File: config.mk
export PLATFORM = sky130hd
export DESIGN_NAME = cht_queue
export DESIGN_NICKNAME = d
export VERILOG_FILES = /design/src/sv/cht_pkg.sv /design/src/sv/cht_queue.sv
export SDC_FILE = /design/constraint.sdc
export NUM_CORES = 1
export LEC_CHECK = 0
export BUFFER_PORTS_ARGS = -buffer_cell sky130_fd_sc_hd__buf_4
export CAP_MARGIN = 40
export CORE_ASPECT_RATIO = 1.5
export CORE_MARGIN = 1
export CORE_UTILIZATION = 47
export DETAILED_ROUTE_END_ITERATION = 6
export HOLD_SLACK_MARGIN = 0.12
export PLACE_DENSITY = 0.75
export SETUP_SLACK_MARGIN = 0.1
export SLEW_MARGIN = 20
export SYNTH_ARGS = -nofsm -noshare
export SYNTH_HDL_FRONTEND = slang
export SYNTH_SLANG_ARGS = --single-unit
File: constraint.sdc
create_clock -name i_clk -period 6.5 [get_ports i_clk]
set_clock_uncertainty 0.05 [all_clocks]
set_input_delay 0.325 -clock i_clk [delete_from_list [all_inputs] [get_ports i_clk]]
set_output_delay 0.325 -clock i_clk [all_outputs]
set_load 0.02 [all_outputs]
File: src/sv/cht_pkg.sv
// Types and codes for the chained hash table
package cht_pkg;
    localparam logic [1:0] OP_INSERT = 2'd0;
    localparam logic [1:0] OP_DELETE = 2'd1;
    localparam logic [1:0] OP_SEARCH = 2'd2;
    localparam logic [1:0] ST_DONE = 2'd0;
    localparam logic [1:0] ST_MISS = 2'd1;
    localparam logic [1:0] ST_FULL = 2'd2;
    localparam int KEY_W = 17;
    localparam int BKT_W = 4;

    typedef struct packed {
        logic [1:0]  operation;
        logic [16:0] record_key;
        logic [63:0] name_low;
        logic [55:0] name_high;
    } t_in_item;

    typedef struct packed {
        logic [1:0]  status;
        logic [3:0]  bucket;
        logic [63:0] found_name_low;
        logic [55:0] found_name_high;
    } t_out_item;

    typedef struct packed {
        logic [1:0]  operation;
        logic [16:0] record_key;
        logic [63:0] name_low;
        logic [55:0] name_high;
        logic [3:0]  bucket;
    } t_job;
endpackage

File: src/sv/cht_queue.sv
// Two-entry queue between the front and back ends
module cht_queue (
    input  logic          i_clk,
    input  logic          i_rst_n,
    input  cht_pkg::t_job i_job,
    input  logic          i_valid,
    output logic          o_ready,
    output cht_pkg::t_job o_job,
    output logic          o_valid,
    input  logic          i_ready
);
    import cht_pkg::*;

    t_job r_mem [2];
    logic r_wp, r_rp;
    logic [1:0] r_cnt;
    logic w_wr, w_rd;

    assign o_ready = (r_cnt != 2'd2);
    assign o_valid = (r_cnt != 2'd0);
    assign o_job   = r_mem[r_rp];
    assign w_wr = i_valid && o_ready;
    assign w_rd = o_valid && i_ready;

    always_ff @(posedge i_clk) begin
        if (w_wr) begin
            r_mem[r_wp] <= i_job;
        end
    end

    always_ff @(posedge i_clk) begin
        if (!i_rst_n) begin
            r_wp <= 1'b0;
            r_rp <= 1'b0;
            r_cnt <= 2'd0;
        end else begin
            if (w_wr) r_wp <= ~r_wp;
            if (w_rd) r_rp <= ~r_rp;
            r_cnt <= r_cnt + {1'b0, w_wr} - {1'b0, w_rd};
        end
    end
endmodule

* Yosys cells after proc, flatten, opt, wreduce, memory -nomap -nowiden
Memory sizes are Yosys's and may differ from the RTL's. A register that Yosys moved wholly into a read port is not among the register bits. Cells that the tools add are included.
Word-level totals: flip-flop bits (word level) 4, memory bits (writable) 286, output and inout bits 145, memories 1
Operators by class: add/sub/neg operators 2, equal/unequal tests 1, mux-type cells 4, bitwise logic cells 2, reduce and logical (&&, ||, !) cells 3
Memory list:
- r_mem | depth 2, bits a word 143, rd ports 1, clocked after Yosys merged registers in 1, write ports 1, RTL line cht_queue.sv:14 | t_job r_mem [2];
Operators by type and width (count):
- two-way mux 1 bit | 4
- adder 2 x 1 -> 2 bit | 1
- logical AND 1 bit | 2
- inequality test 2 bit (second input constant) | 1
- inverter 1 bit | 2
- nonzero test 2 bit | 1
- subtractor 2 x 1 -> 2 bit | 1

* Longest topological paths before layout
word-level depth 4, mapped depth 8

* Least setup slack after synthesis
Ideal clock, no wire load.
path type register -> register, start register r_cnt[0], end memory r_mem[0][0] (netlist bit), enable pin, arrival time 6694 ps, required time 5802 ps, setup slack -892 ps, cell stages (with the launch flop) 4, buffers on the path 0, period minus slack after synthesis 7392 ps, path through dfxtp_1 -> nand2b_1 -> nand2_1 -> nor2_1
Between the ends: word-level cells in the longest chain between the ends 4
Ends and longest elaborated chain:
- from (decl) | RTL line cht_queue.sv:16 | logic [1:0] r_cnt;
- from (signal assigned) | RTL line cht_queue.sv:39 | r_cnt <= r_cnt + {1'b0, w_wr} - {1'b0, w_rd};
- inequality test 2 bit | RTL line cht_queue.sv:19 | assign o_ready = (r_cnt != 2'd2);
- via o_ready | RTL line cht_queue.sv:7 | output logic o_ready,
- logical AND 1 bit | RTL line cht_queue.sv:22 | assign w_wr = i_valid && o_ready;
- two-way mux 1 bit | RTL line cht_queue.sv:26 | if (w_wr) begin
- two-way mux 1 bit (not written as such) | RTL line cht_queue.sv:27 | r_mem[r_wp] <= i_job;
- to (decl) | RTL line cht_queue.sv:14
The timed path passes the listed nets, and every way through them passes these cells.

==> impl_metrics.tcl <==
set metrics [dict create \
    power.density_nw_per_um2 357 \
    slowest_delay_ns 0.74 \
    grt_pass1_wl_um 34200 \
    numPortBuffers 291 \
    reg2reg_setup_slack_ns 4.29 \
    firstDrtPassIters 4 \
    relSlewSlack_pct 54.4 \
    yosysTopAreaCellShare_pct 79.3 \
    wl_per_cell_um 18.6 \
    yosys_warnings 0 \
    synth.area.top_cells "edfxtp_1 79%, mux2_4 9.7%, mux2_2 7.6%" \
    fin_setup_tns_ns 0 \
    hold_class "in2reg" \
    crit_chain "buf_12 > mux2_2 > buf_4" \
    cts_buffer_depth 3 \
    tightest_slew_ns 0.684 \
    maxCapViolCount 0 \
    path_class "reg2out" \
    cp_max_fo 73 \
    yosys.area.top_type "edfxtp_1" \
    max_freq_mhz 363 \
    hold-path-cell-count 3 \
    ys_types 18 \
    core_um2 22500 \
    synthArstFlopShare_pct 0 \
    vdd_drop_max_v 0.000321 \
    min_to "r_wp" \
    cts_num_sinks 291 \
    cp_slowest_cell "dfxtp_4" \
    grt_pass1_vias 6582 \
    ant_nets 0 \
    die_w_um 126 \
    synth_edf_count 286 \
    syn_inst 469 \
    fp.dieH_um 188 \
    numCtsBuffers 26 \
    whs_ns 0.201 \
    min_period_over_period_pct 42.4 \
    nets 1074 \
    grt_overflow 0 \
    ys_seq_area_share_pct 80.2 \
    ys_seq_elements 291 \
    grt_use_total_pct 18.9 \
    worstHoldStart "i_valid" \
    viasPerCell 4.93 \
    wl_um 22700 \
    layout-drive-gt1-share_pct 50.9 \
    power_leakage_uw 0.00599 \
    worstReg2RegStart "r_cnt[0]" \
    antenna_found_initial 0 \
    period_minus_slack_ns 2.76 \
    drc_errors 0 \
    synth-main-ff-cell "edfxtp_1" \
    cts-root-buf "clkbuf_16" \
    ios 292 \
    synth_most_common_cell "edfxtp_1" \
    vias 5997 \
    clkTransAtPathRegs_ns 0.06 \
    grt_max_degree 74 \
    mappedNetlistArea_um2 10800 \
    worst_setup_path_start_kind "flip-flop" \
    r2r-end "r_mem[1][42]" \
    syn_nets 618 \
    synth.avg_cell_area_um2 23.1 \
    cp-end-kind "output pin" \
    hpwl_um 13600 \
    cts_tree "built" \
    area_growth_pct 44.0 \
    worstSkewPairLatency_ns 0.53 \
    hold_viol_final 0 \
    rsz0062_at_grt "no" \
    ctsHtreeMaxLevel 1 \
    drv_slew 0 \
    reg2reg_depth 4 \
    routabilityCongestion 0.714 \
    start_util_pct 48.2 \
    cp.arrival_ns 2.38 \
    post_cts_resized 0 \
    synth_common_cells "286 x edfxtp_1, 73 x mux2_2, 70 x mux2_4" \
    finalSetupViolCount 0 \
    rows 67 \
    cp.required_ns 6.12 \
    die-area_um2 23700 \
    status "finished, final reports clean" \
    diodes 0 \
    drt_iter0_drc 300 \
]
-- how the worst max path moves through the flow --
stage / cells past startpoint / slack (ns) / end
2_1_floorplan: 3 / 1.52 / r_mem[0][0]
3_3_place_gp: 3 / 3.77 / r_mem[1][67]
3_5_place_dp: 4 / 3.86 / r_mem[1][16]
4_1_cts: 3 / 3.71 / o_job[15]
5_1_grt: 3 / 3.64 / o_job[67]
6_report: 3 / 3.74 / o_job[67]
-- cell type report --
class	instances	area, µm²
clock buffer	34	702
clock inverter	9	42.5
fill	1389	6870
inverter	1	3.75
multi-input combinational	161	2020
sequential	291	8690
tap	276	345
timing repair buffer	444	3790
-- report_power, final --
part,leakage (µW),internal (µW),switching [µW]
Clock,0.000365,753,616
Combinational,0.00291,865,883
Sequential,0.00271,2360,97.6
Total,0.00599,3970,1600
-- metal layers --
layer / track usage [%] / vias up / routed length (µm)
li1: - / 2758 / -
met1: 20.4 / 2955 / 8180
met2: 35.3 / 239 / 12300
met3: 4.02 / 45 / 1360
met4: 7.92 / 0 / 814
met5: 0 / - / 0
-- cell families after synthesis --
logic type | after synthesis | share of synthesized area (%)
flip-flops | 291 | 80.2
multiplexers | 144 | 17.4
buffers and inverters | 17 | 1.29
AND/OR/NAND/NOR | 11 | 0.566
XOR/XNOR | 3 | 0.243
adder cells (fa/ha/maj) | 2 | 0.231
AO/OA/AOI/OAI | 1 | 0.0693
-- metrics by stage --
stage	area [µm²]	worst slack, ns	util [%]	std cells	power (µW)
after floorplan	10800	1.52	-	469	3540
after global routing	15600	3.64	69.4	1216	5770
after CTS	15500	3.71	69.2	1214	5570
final	15600	3.74	69.4	1216	5570
after detailed placement	13400	3.86	59.4	1027	4150
after global placement	13300	3.77	59.1	1024	4100
-- registers in the layout, summed over array words and instances (netlist names), named ones only --
name	flops
r_cnt	2
r_wp	1
r_rp	1
r_mem	286
-- critical path, delay by kind of cell (launching register included) --
family	cells	cell delay, ns
DFF	1	0.74
buffers and inverters	2	0.62
muxes	1	0.40
-- cell usage in the layout, fill, tap and decap left out, types with 3 or more instances in the layout --
cell / synthesis / final
buf_12: 0 / 3
clkinv_1: 0 / 5
edfxtp_1: 286 / 286
xnor2_1: 3 / 3
clkinv_2: 0 / 3
buf_4: 0 / 294
clkbuf_1: 0 / 7
clkbuf_16: 0 / 27
mux2_4: 70 / 70
mux2_2: 73 / 73
buf_16: 0 / 3
dfxtp_1: 5 / 4
dlygate4sd3_1: 0 / 144
-- timing repair --
item                                    CTS  global route
hold buffers                            144             0
endpoints found under the setup margin    0             0
buffers inserted                          0             0
endpoints found under the hold margin   291             0
Power figures use the tool's default switching activity.
