$ cat config.mk
export PLATFORM = sky130hd
export DESIGN_NAME = cht_front
export DESIGN_NICKNAME = d
export VERILOG_FILES = /design/src/sv/cht_pkg.sv /design/src/sv/cht_front.sv
export SDC_FILE = /design/constraint.sdc
export NUM_CORES = 1
export LEC_CHECK = 0
export ABC_AREA = 1
export ABC_CLOCK_PERIOD_IN_PS = 6660
export BUFFER_PORTS_ARGS = -buffer_cell sky130_fd_sc_hd__buf_2
export CORE_ASPECT_RATIO = 0.8
export CORE_MARGIN = 4
export CORE_UTILIZATION = 47
export CTS_BUF_LIST = sky130_fd_sc_hd__clkbuf_4 sky130_fd_sc_hd__clkbuf_8
export CTS_CLUSTER_SIZE = 20
export DETAILED_ROUTE_END_ITERATION = 6
export PLACE_DENSITY = 0.76
export SYNTH_ARGS = -nofsm -noshare
export SYNTH_HDL_FRONTEND = slang
export SYNTH_SLANG_ARGS = --single-unit
$ cat constraint.sdc
create_clock -name i_clk -period 6.66 [get_ports i_clk]
set_input_delay 0.666 -clock i_clk [delete_from_list [all_inputs] [get_ports i_clk]]
set_output_delay 0.666 -clock i_clk [all_outputs]
set_load 0.005 [all_outputs]
$ cat src/sv/cht_pkg.sv
// Types and codes for the chained hash table
package cht_pkg;
    localparam logic [1:0] OP_INSERT = 2'd0;
    localparam logic [1:0] OP_DELETE = 2'd1;
    localparam logic [1:0] OP_SEARCH = 2'd2;
    localparam logic [1:0] ST_DONE = 2'd0;
    localparam logic [1:0] ST_MISS = 2'd1;
    localparam logic [1:0] ST_FULL = 2'd2;
    localparam int KEY_W = 17;
    localparam int BKT_W = 4;

    typedef struct packed {
        logic [1:0]  operation;
        logic [16:0] record_key;
        logic [63:0] name_low;
        logic [55:0] name_high;
    } t_in_item;

    typedef struct packed {
        logic [1:0]  status;
        logic [3:0]  bucket;
        logic [63:0] found_name_low;
        logic [55:0] found_name_high;
    } t_out_item;

    typedef struct packed {
        logic [1:0]  operation;
        logic [16:0] record_key;
        logic [63:0] name_low;
        logic [55:0] name_high;
        logic [3:0]  bucket;
    } t_job;
endpackage

$ cat src/sv/cht_front.sv
// Front end: accepts operations and reduces the key to a bucket index
module cht_front #(
    parameter int BUCKETS = 9
) (
    input  logic             i_clk,
    input  logic             i_rst_n,
    input  cht_pkg::t_in_item i_item,
    input  logic             i_push,
    output logic             o_full,
    output cht_pkg::t_job    o_job,
    output logic             o_job_valid,
    input  logic             i_job_ready
);
    import cht_pkg::*;

    localparam int SH = KEY_W + $clog2(BUCKETS) + 1;
    localparam longint unsigned MUL = ((longint'(1) << SH) + BUCKETS - 1) / BUCKETS;
    localparam int MW = $clog2(MUL + 1);
    localparam int PW = KEY_W + MW;

    // key mod BUCKETS by reciprocal multiplication
    typedef enum logic [1:0] {S_IDLE, S_RED, S_OUT} t_state;
    t_state r_state;
    t_in_item r_item;
    logic [KEY_W-1:0] r_rem;
    logic [PW-1:0] w_prod;
    logic [KEY_W-1:0] w_quo;
    logic [KEY_W-1:0] w_rem;

    assign w_prod = PW'(r_item.record_key) * PW'(MUL);
    assign w_quo = KEY_W'(w_prod >> SH);
    assign w_rem = r_item.record_key - KEY_W'(w_quo * KEY_W'(BUCKETS));
    assign o_full = (r_state != S_IDLE);
    assign o_job_valid = (r_state == S_OUT);
    always_comb begin
        o_job.operation  = r_item.operation;
        o_job.record_key = r_item.record_key;
        o_job.name_low   = r_item.name_low;
        o_job.name_high  = r_item.name_high;
        o_job.bucket     = BKT_W'(r_rem);
    end

    always_ff @(posedge i_clk) begin
        if (!i_rst_n) begin
            r_state <= S_IDLE;
        end else begin
            case (r_state)
                S_IDLE: begin
                    if (i_push) begin
                        r_item  <= i_item;
                        r_state <= S_RED;
                    end
                end
                S_RED: begin
                    r_rem   <= w_rem;
                    r_state <= S_OUT;
                end
                S_OUT: begin
                    if (i_job_ready) begin
                        r_state <= S_IDLE;
                    end
                end
                default: r_state <= S_IDLE;
            endcase
        end
    end
endmodule

==> After elaboration in Yosys (flattened, before gate mapping) <==
Index checks and enable logic that the tools add are counted.
{ "op_classes": {"addsub": 1, "multipliers": 2, "div_mod_pow": 0, "n_lt_le_gt_ge": 0, "eq_ne": 4, "n_shift": 0, "n_mux": 3, "bitwise_logic": 0, "reduce_logical": 5} }
{ "op_table": {"columns": ["operator", "count"], "rows": [
  ["17-bit by 18-bit multiplier with 35-bit output (second input constant)", 1],
  ["14-bit by 4-bit multiplier with 4-bit output (second input constant)", 1],
  ["2-bit one-hot mux with 3 select lines", 1],
  ["2-bit two-way mux", 2],
  ["2-bit AND reduction", 2],
  ["4-bit subtractor", 1],
  ["3-bit AND reduction", 1],
  ["2-bit by 1-bit == test with 1-bit output (second input constant)", 1],
  ["2-bit == test (second input constant)", 1],
  ["2-bit logical NOT", 1],
  ["2-bit by 1-bit inequality test with 1-bit output (second input constant)", 1],
  ["2-bit inequality test (second input constant)", 1],
  ["2-bit nonzero test", 1]
]} }
{ "totals": {"reg_bits": 145, "latchBits": 0, "mem_bits_rw": 0, "romBits": 0, "inputBits": 143, "elab_cells": 21, "n_memories": 0} }

==> Logic depth before layout (Yosys ltp) <==
Gate-level depths: netlist of run 1.
{ "depth": {"ltp_word": 3, "mapped_depth": 34, "depth_no_buf": 34} }

==> Worst setup path before layout of run 1 <==
OpenSTA, ideal clock, no wires.
{ "synth_path": {"path_kind": "input port to flip-flop", "start": "input i_rst_n", "end": "register r_item (netlist bit o_job[100]), enable pin", "setup_time_ps": 639, "t_arrival_ps": 6496, "t_required_ps": 6021, "slack_ps": -475, "path_stages": 2, "path_buffers": 0, "cell_sequence": "nand2_1 nor2_1"} }
{ "synth_between": {"elab_chain_cells": 1} }
{ "synth_lines": {"columns": ["item", "line_no", "source"], "rows": [
  ["start, declared", "cht_front.sv:6", "input logic i_rst_n,"],
  ["3-bit AND reduction (no line)", null, null],
  ["end signal, assigned", "cht_front.sv:50", "r_item <= i_item;"],
  ["end, declared", "cht_front.sv:24", "t_in_item r_item;"]
]} }
No other way between the ends.
A chain may end at the register's enable or synchronous reset.

==> Worst setup path in the final report of run 1 <==
{ "layout_path": {"start": "register r_item (netlist bit o_job[136])", "end": "register r_rem[3], data pin"} }
{ "layout_between": {"elab_chain_cells": 3} }
{ "layout_lines": {"columns": ["item", "line_no", "source"], "rows": [
  ["17-bit by 18-bit multiplier with 35-bit output", "cht_front.sv:30", "assign w_prod = PW'(r_item.record_key) * PW'(MUL);"],
  ["14-bit by 4-bit multiplier with 4-bit output", "cht_front.sv:32", "assign w_rem = r_item.record_key - KEY_W'(w_quo * KEY_W'(BUCKETS));"],
  ["4-bit subtractor", "cht_front.sv:32", null],
  ["net w_rem[3]", "cht_front.sv:28", "logic [KEY_W-1:0] w_rem;"],
  ["end signal, assigned", "cht_front.sv:55", "r_rem <= w_rem;"],
  ["end, declared", "cht_front.sv:25", "logic [KEY_W-1:0] r_rem;"]
]} }
The timed path passes the listed nets, and every way through them passes these cells.

==> results of run 1 <==
sequential cells by signal, indices dropped and copies added, names as in the netlist:
signal / cells
o_job: 139
r_rem: 4
r_state: 2
logic make-up after synthesis:
kind of cell,share of synthesized area
adder cells (fa/ha/maj),0.313
buffers and inverters,0.0706
flip-flops,0.519
AND/OR/NAND/NOR,0.0557
AO/OA/AOI/OAI,0.0268
XOR/XNOR,0.0147
area by class of cell:
cell class	instances	area, sq um	area share
Clock inverter	14	201	0.0182
Sequential cell	145	4330	0.393
Clock buffer	18	241	0.0219
Timing Repair Buffer	318	1680	0.152
Tap cell	225	282	0.0255
Antenna cell	2	5.00	0.000453
Inverter	157	592	0.0536
Multi-Input combinational cell	324	3710	0.336
layout by cell type (no fill, tap or decap), types with 3 or more instances in the layout:
master       n
xnor2_1      6
xor2_1       7
edfxtp_1   143
o21ai_0      5
buf_4       29
nand3_1     13
clkinv_4     3
clkbuf_8    17
inv_1      148
ha_4        11
bufinv_16    4
fa_1        69
nand4_1      3
buf_2      287
nor2_1      18
fa_2         3
inv_6        4
a21oi_1     13
a21o_1       7
nor3_2       3
inv_2        8
ha_1        81
nand2_1     49
nand2_2      9
power groups by stage:
stage / clock network [mW] / registers [mW] / logic, mW
5_1_grt: 0.835 / 1.17 / 4.22
3_5_place_dp: 0 / 1.18 / 2.90
6_report: 0.772 / 1.16 / 3.77
4_1_cts: 0.789 / 1.16 / 3.01
2_1_floorplan: 0 / 1.20 / 2.21
3_3_place_gp: 0 / 1.18 / 2.78
worst max-delay path: cells and delay by family, from the launching register on:
family,cells,cell delay (ps)
fa+ha+maj,10,4080
compound gates,5,830
simple gates,7,580
flops,1,430
buf+inv,6,340
through the flow:
stage	worst slack (ps)	setup TNS [ps]	util
floorplan	138	0	-
global placement	5.24	0	0.589
detailed placement	-138	-143	0.589
CTS	2.26	0	0.620
global route	-72.9	-72.9	0.635
finish	164	0	0.635
final timing paths:
check | end | startpoint | depth (start not counted)
hold reg to reg | r_state[1] | r_state[0] | 2
hold / removal | o_job[114] | i_item[110] | 1
setup reg to reg | r_rem[3] | o_job[136] | 28
setup / recovery | r_rem[3] | o_job[136] | 28
what timing repair did:
item | 4_1_cts | 5_1_grt
setup endpoints to repair | 2 | 3
setup buffers | 3 | 7
resized for setup | 8 | 44
gates cloned | 0 | 0
pin swaps | 7 | 39
layer usage:
metal | share of wire | routed length (um)
met1 | 0.35 | 7440
met2 | 0.53 | 11200
met3 | 0.093 | 1980
met4 | 0.022 | 472
met5 | 0.0078 | 165
==> metrics.md, run 1 <==
| Metric | Value |
|---|---|
| Root Buffer | clkbuf_8 |
| Fillers | about 1.3k |
| Ys Warns | 0 |
| Crit-path max FO | 5 |
| Register area share after synthesis | 0.519 |
| Max-slew violation count | 0 |
| Inserted Clock Buffers | 17 |
| Die height | approximately 130 um |
| Finished Layout Cells | 1,203 |
| Core footprint | between 15,000 and 20,000 sq um |
| Max_cap viols | 0 |
| Width of the chip | 157 um |
| Post-synth EDFFs | around 140 |
| Worst slew margin | 0.357 |
| CP endpoint kind | flip-flop |
| M1 GR Usage | 0.246 |
| Port Buffer Count | ~290 |
| Mapped cell area | roughly 8400 sq um |
| Largest stage delay on the critical path | 620 ps |
| RSZ-0062 raised after global routing | yes |
| Yosys cell types | 26 |
| Syn Area/Cell | 13.3 sq um |
| Clk pwr share | 0.135 |
| Global-route wire length before repair | around 32,000 um |
| CTS Hold Bufs | 0 |
| Met3 usage | 0.0938 |
| Hpwl dp | roughly 17,000 um |
| GPL Wtd Cong | approximately 0.95 |
| Fin Hold WS | roughly 380 ps |
| Synthesized instance count | 626 |
| Setup CP Type | flip-flop to flip-flop |
| Largest net degree at the start of global routing | around 80 |
| Initial DRC Count | around 300 |
| Fmax | roughly 150 MHz |
| # setup viols final | 0 |
| # nets final | 1,272 |
| I/O Pins | about 290 |
| # placed instances | between 1k and 1.5k |
| Tot Pwr | around 5.7 mW |
| Clock Sinks | 145 |
| Vias per cell | between 4 and 5 |
| Final Skew | 16.9 ps |
| Post-synth top area cell | edfxtp_1 |
| H-tree depth | 4 |
| Syn_nets | around 940 |
| Layout area overhead | 32.2% |
| Fraction of layout cells with a size suffix above 1 | 0.416 |
| Critical Path AT | around 6700 ps |
| Die ar. | about 20,000 sq um |
| Maximum clock path buffer count | 2 |
| Worst hold path type | primary input to flip-flop |
| Routed WL | approximately 21,000 um |
| Worst R2R Setup Slack | between 150 and 200 ps |
| Post-route ant nets | 0 |
| Critical Path RT | 6880 ps |
| Outcome | completed |
| Top_reg_cell synth | edfxtp_1 |
| Design Area, Final | about 11,000 sq um |
| CTS tree | built |
| Hold Fails Final Rpt | 0 |
| Power per cell area | 517 nW/um^2 |
| Starting Density | 0.481 |
| Vias | between 5k and 6k |
| Number of global-route vias before repair | roughly 5.9k |
| Int Power | about 3.2 mW |
| Final min period | 6500 ps |
| Synth cell count leaders | 155 x inv_1, 143 x edfxtp_1, 94 x ha_1 |
| Clock latency on the worst-skew pair | 450 ps |
| Sw power | ~2.5 mW |
| Count leader, synth | inv_1 |
| DP Area | between 10,000 and 15,000 sq um |
| Switching share of power | 0.436 |
| Slowest library cell on the worst path | fa_2 |
| WL per Instance | 17.7 um |
| Startpoint types | flip-flop |
| Seq pwr share | 0.204 |
| DRC | 0 |
| Peak VDD IR | around 0.48 mV |
| Overflow left after global routing | 0 |
| Pre-antenna DRT Iters | 6 |
| Initial antenna violation count | 14 |
| GRT Util Overall | 0.215 |
| Area contributors post-synth | edfxtp_1 51%, fa_1 17%, ha_1 14% |
| Cell mode on critical path | inv_1 |
| Clock slew at reported path FFs | 100 ps |
| Synthesized flop and latch total | around 150 |
| GRT Max-Usage Layer | met2 |
| Leakage power | ~5.3 nW |
| Met2 capacity usage during global routing | 0.368 |
| Row count | 43 |
| Post-synth ARST share | 0 |
| Post-synth top area share | 0.514 |
| Period utilization | 0.975 |
| Logic pwr share | 0.661 |
| Worst Max-Slew Pin Slew | 965 ps |
Note: power is estimated with default switching activity, not from simulation.
==> run 2, diff against run 1 <==
Settings changed: CELL_PAD_IN_SITES_DETAIL_PLACEMENT from default to 0, CELL_PAD_IN_SITES_GLOBAL_PLACEMENT from default to 2, CORE_UTILIZATION 47 to 30, PLACE_DENSITY 0.76 to 0.75.
==> run 2 against run 1 <==
Net effect: core utilization down 22 points; largest cell class unchanged; sequential share of layout area down 0.94 points; clock power down 8.8%; flip-flop and latch count unchanged; sequential power about the same; register-to-register slack better by 96 ps; fmax up 1.5%; via count down 2.6%; power down 2.8%.
==> metrics.md, run 2 (same netlist as run 1, synthesis figures left out) <==
| Metric | Value |
|---|---|
| Fillers | 2,657 (was 1,336) |
| Row count | 54 (was 43) |
| Port Buffer Count | 287 (unchanged) |
| GPL Wtd Cong | 0.825 (was 0.953) |
| Critical Path RT | 6880 ps (about the same) |
| Max-slew violation count | 0 (unchanged) |
| # setup viols final | 0 (unchanged) |
| Worst slew margin | 0.317 (was 0.357) |
| Largest stage delay on the critical path | 550 ps (was 620 ps) |
| Crit-path max FO | 5 (unchanged) |
| DRC | 0 (unchanged) |
| Inserted Clock Buffers | 17 (unchanged) |
| Slowest library cell on the worst path | fa_1 (was fa_2) |
| Routed WL | 23,900 um (was 21,200 um) |
| Post-route ant nets | 0 (unchanged) |
| Worst Max-Slew Pin Slew | 1020 ps (was 965 ps) |
| Pre-antenna DRT Iters | 4 (was 6) |
| Critical Path AT | 6620 ps (was 6710 ps) |
| Setup CP Type | flip-flop to flip-flop (unchanged) |
| Most common cell after layout, fill and taps aside | buf_2 (unchanged) |
| Outcome | completed (unchanged) |
| Overflow left after global routing | 0 (unchanged) |
| Area of the multi-input gates | 3730 sq um (was 3710 sq um) |
| Die height | 157 um (was 127 um) |
| Max reg flops | 139 (unchanged) |
| Root Buffer | clkbuf_8 (unchanged) |
| Fmax | 156 MHz (was 154 MHz) |
| Clock latency on the worst-skew pair | 450 ps (about the same) |
| GRT Util Overall | 0.155 (was 0.215) |
| CTS Hold Bufs | 0 (unchanged) |
| Hpwl dp | 20,200 um (was 17,400 um) |
| Final min period | 6400 ps (was 6500 ps) |
| Global-route wire length before repair | 35,200 um (was 31,900 um) |
| Number of global-route vias before repair | 5,919 (was 5,913) |
| CTS tree | built (unchanged) |
| Clock slew at reported path FFs | 100 ps (about the same) |
| Starting Density | 0.305 (was 0.481) |
| Peak VDD IR | 0.544 mV (was 0.477 mV) |
| Leakage power | 5.36 nW (was 5.32 nW) |
| Most frequent cells in the layout | 287 x buf_2, 149 x inv_1, 143 x edfxtp_1, 79 x ha_1, 68 x fa_1 (was 287 x buf_2, 148 x inv_1, 143 x edfxtp_1, 81 x ha_1, 69 x fa_1) |
| Period utilization | 0.961 (was 0.975) |
| Vias per cell | 4.12 (was 4.78) |
| Initial antenna violation count | 9 (was 14) |
| Die ar. | 30,600 sq um (was 20,000 sq um) |
| Final Util | 0.413 (was 0.635) |
| Worst hold path type | primary input to flip-flop (unchanged) |
| Initial DRC Count | 241 (was 296) |
| Largest net degree at the start of global routing | 83 (was 78) |
| Cell mode on critical path | inv_1 (unchanged) |
| Fraction of layout cells with a size suffix above 1 | 0.423 (was 0.416) |
| I/O Pins | 288 (unchanged) |
| Power per cell area | 490 nW/um^2 (was 517 nW/um^2) |
| Startpoint types | flip-flop (unchanged) |
| H-tree depth | 4 (unchanged) |
| Max_cap viols | 0 (unchanged) |
| Final Skew | 13.8 ps (was 16.9 ps) |
| Fin Hold WS | 376 ps (was 382 ps) |
| Vias | 5,599 (was 5,746) |
| Core footprint | 27,400 sq um (was 17,400 sq um) |
| # nets final | 1,288 (was 1,272) |
| # placed instances | 1,307 (was 1,159) |
| Finished Layout Cells | 1,358 (was 1,203) |
| Tot Pwr | 5.55 mW (was 5.71 mW) |
| Width of the chip | 195 um (was 157 um) |
| Clock Sinks | 145 (unchanged) |
| Sequential cell area | 4330 sq um (unchanged) |
| Hold Fails Final Rpt | 0 (unchanged) |
| Maximum clock path buffer count | 2 (unchanged) |
| Layout area overhead | 35.4% (was 32.2%) |
| CP endpoint kind | flip-flop (unchanged) |
| WL per Instance | 17.6 um (was 17.7 um) |
[run 2: cell types whose count changed in the layout (fill, tap and decap cells not counted), sizes merged]
cell | previous run | this run
buf | 318 | 334
bufinv | 4 | 1
clkinv | 4 | 0
clkinvlp | 2 | 4
inv | 161 | 166
[run 2: path summary, 6_finish.rpt]
check,startpoint,to,slack (ps),depth (start not counted)
worst max-delay path,o_job[133],r_rem[3],260,29
worst min-delay path,i_item[63],o_job[67],380,1
worst max register to register,o_job[133],r_rem[3],260,29
worst min register to register,r_state[0],r_state[1],500,2
[run 2: power breakdown]
part | internal [mW] | leakage, nW | switching [mW]
Combinational | 1.70 | 3.83 | 1.98
Clock | 0.314 | 0.187 | 0.391
Sequential | 1.15 | 1.34 | 0.0143
Total | 3.16 | 5.36 | 2.38
[run 2: final cells by class]
type	count	area share
antenna	2	0.000442
clock buffer	18	0.0213
clock inverter	14	0.0129
inverter	157	0.0521
multi-input combinational	324	0.330
sequential	145	0.383
tap	364	0.0403
timing repair buffer	334	0.160
[run 2: repair_timing]
action	CTS	global route
endpoints found under the setup margin	1	3
pin swaps	1	34
setup buffers	0	17
gates resized for setup	1	50
[run 2: layer usage]
| metal | track usage | wire (um) | vias to the layer above |
|---|---|---|---|
| met3 | 0.0499 | 1540 | 36 |
| li1 | - | - | 2746 |
| met1 | 0.185 | 9680 | 2642 |
| met4 | 0.0535 | 531 | 14 |
| met2 | 0.266 | 12100 | 161 |
| met5 | 0 | 92 | - |
[run 2: critical path: cells and delay by family (launching register included)]
kind	cells	cell delay [ps]
fa+ha+maj	9	3680
simple gates	7	740
compound gates	4	620
buf+inv	8	540
flops	1	420
xor+xnor	1	170
[run 2: per-stage QoR]
| step | setup TNS [ps] | setup slack [ps] | area (sq um) |
|---|---|---|---|
| floorplan | 0 | 138 | 8360 |
| global placement | 0 | 4.63 | 10500 |
| detailed placement | -61.5 | -61.5 | 10500 |
| CTS | 0 | 11.7 | 10900 |
| global route | -31.7 | -31.7 | 11300 |
| finish | 0 | 261 | 11300 |
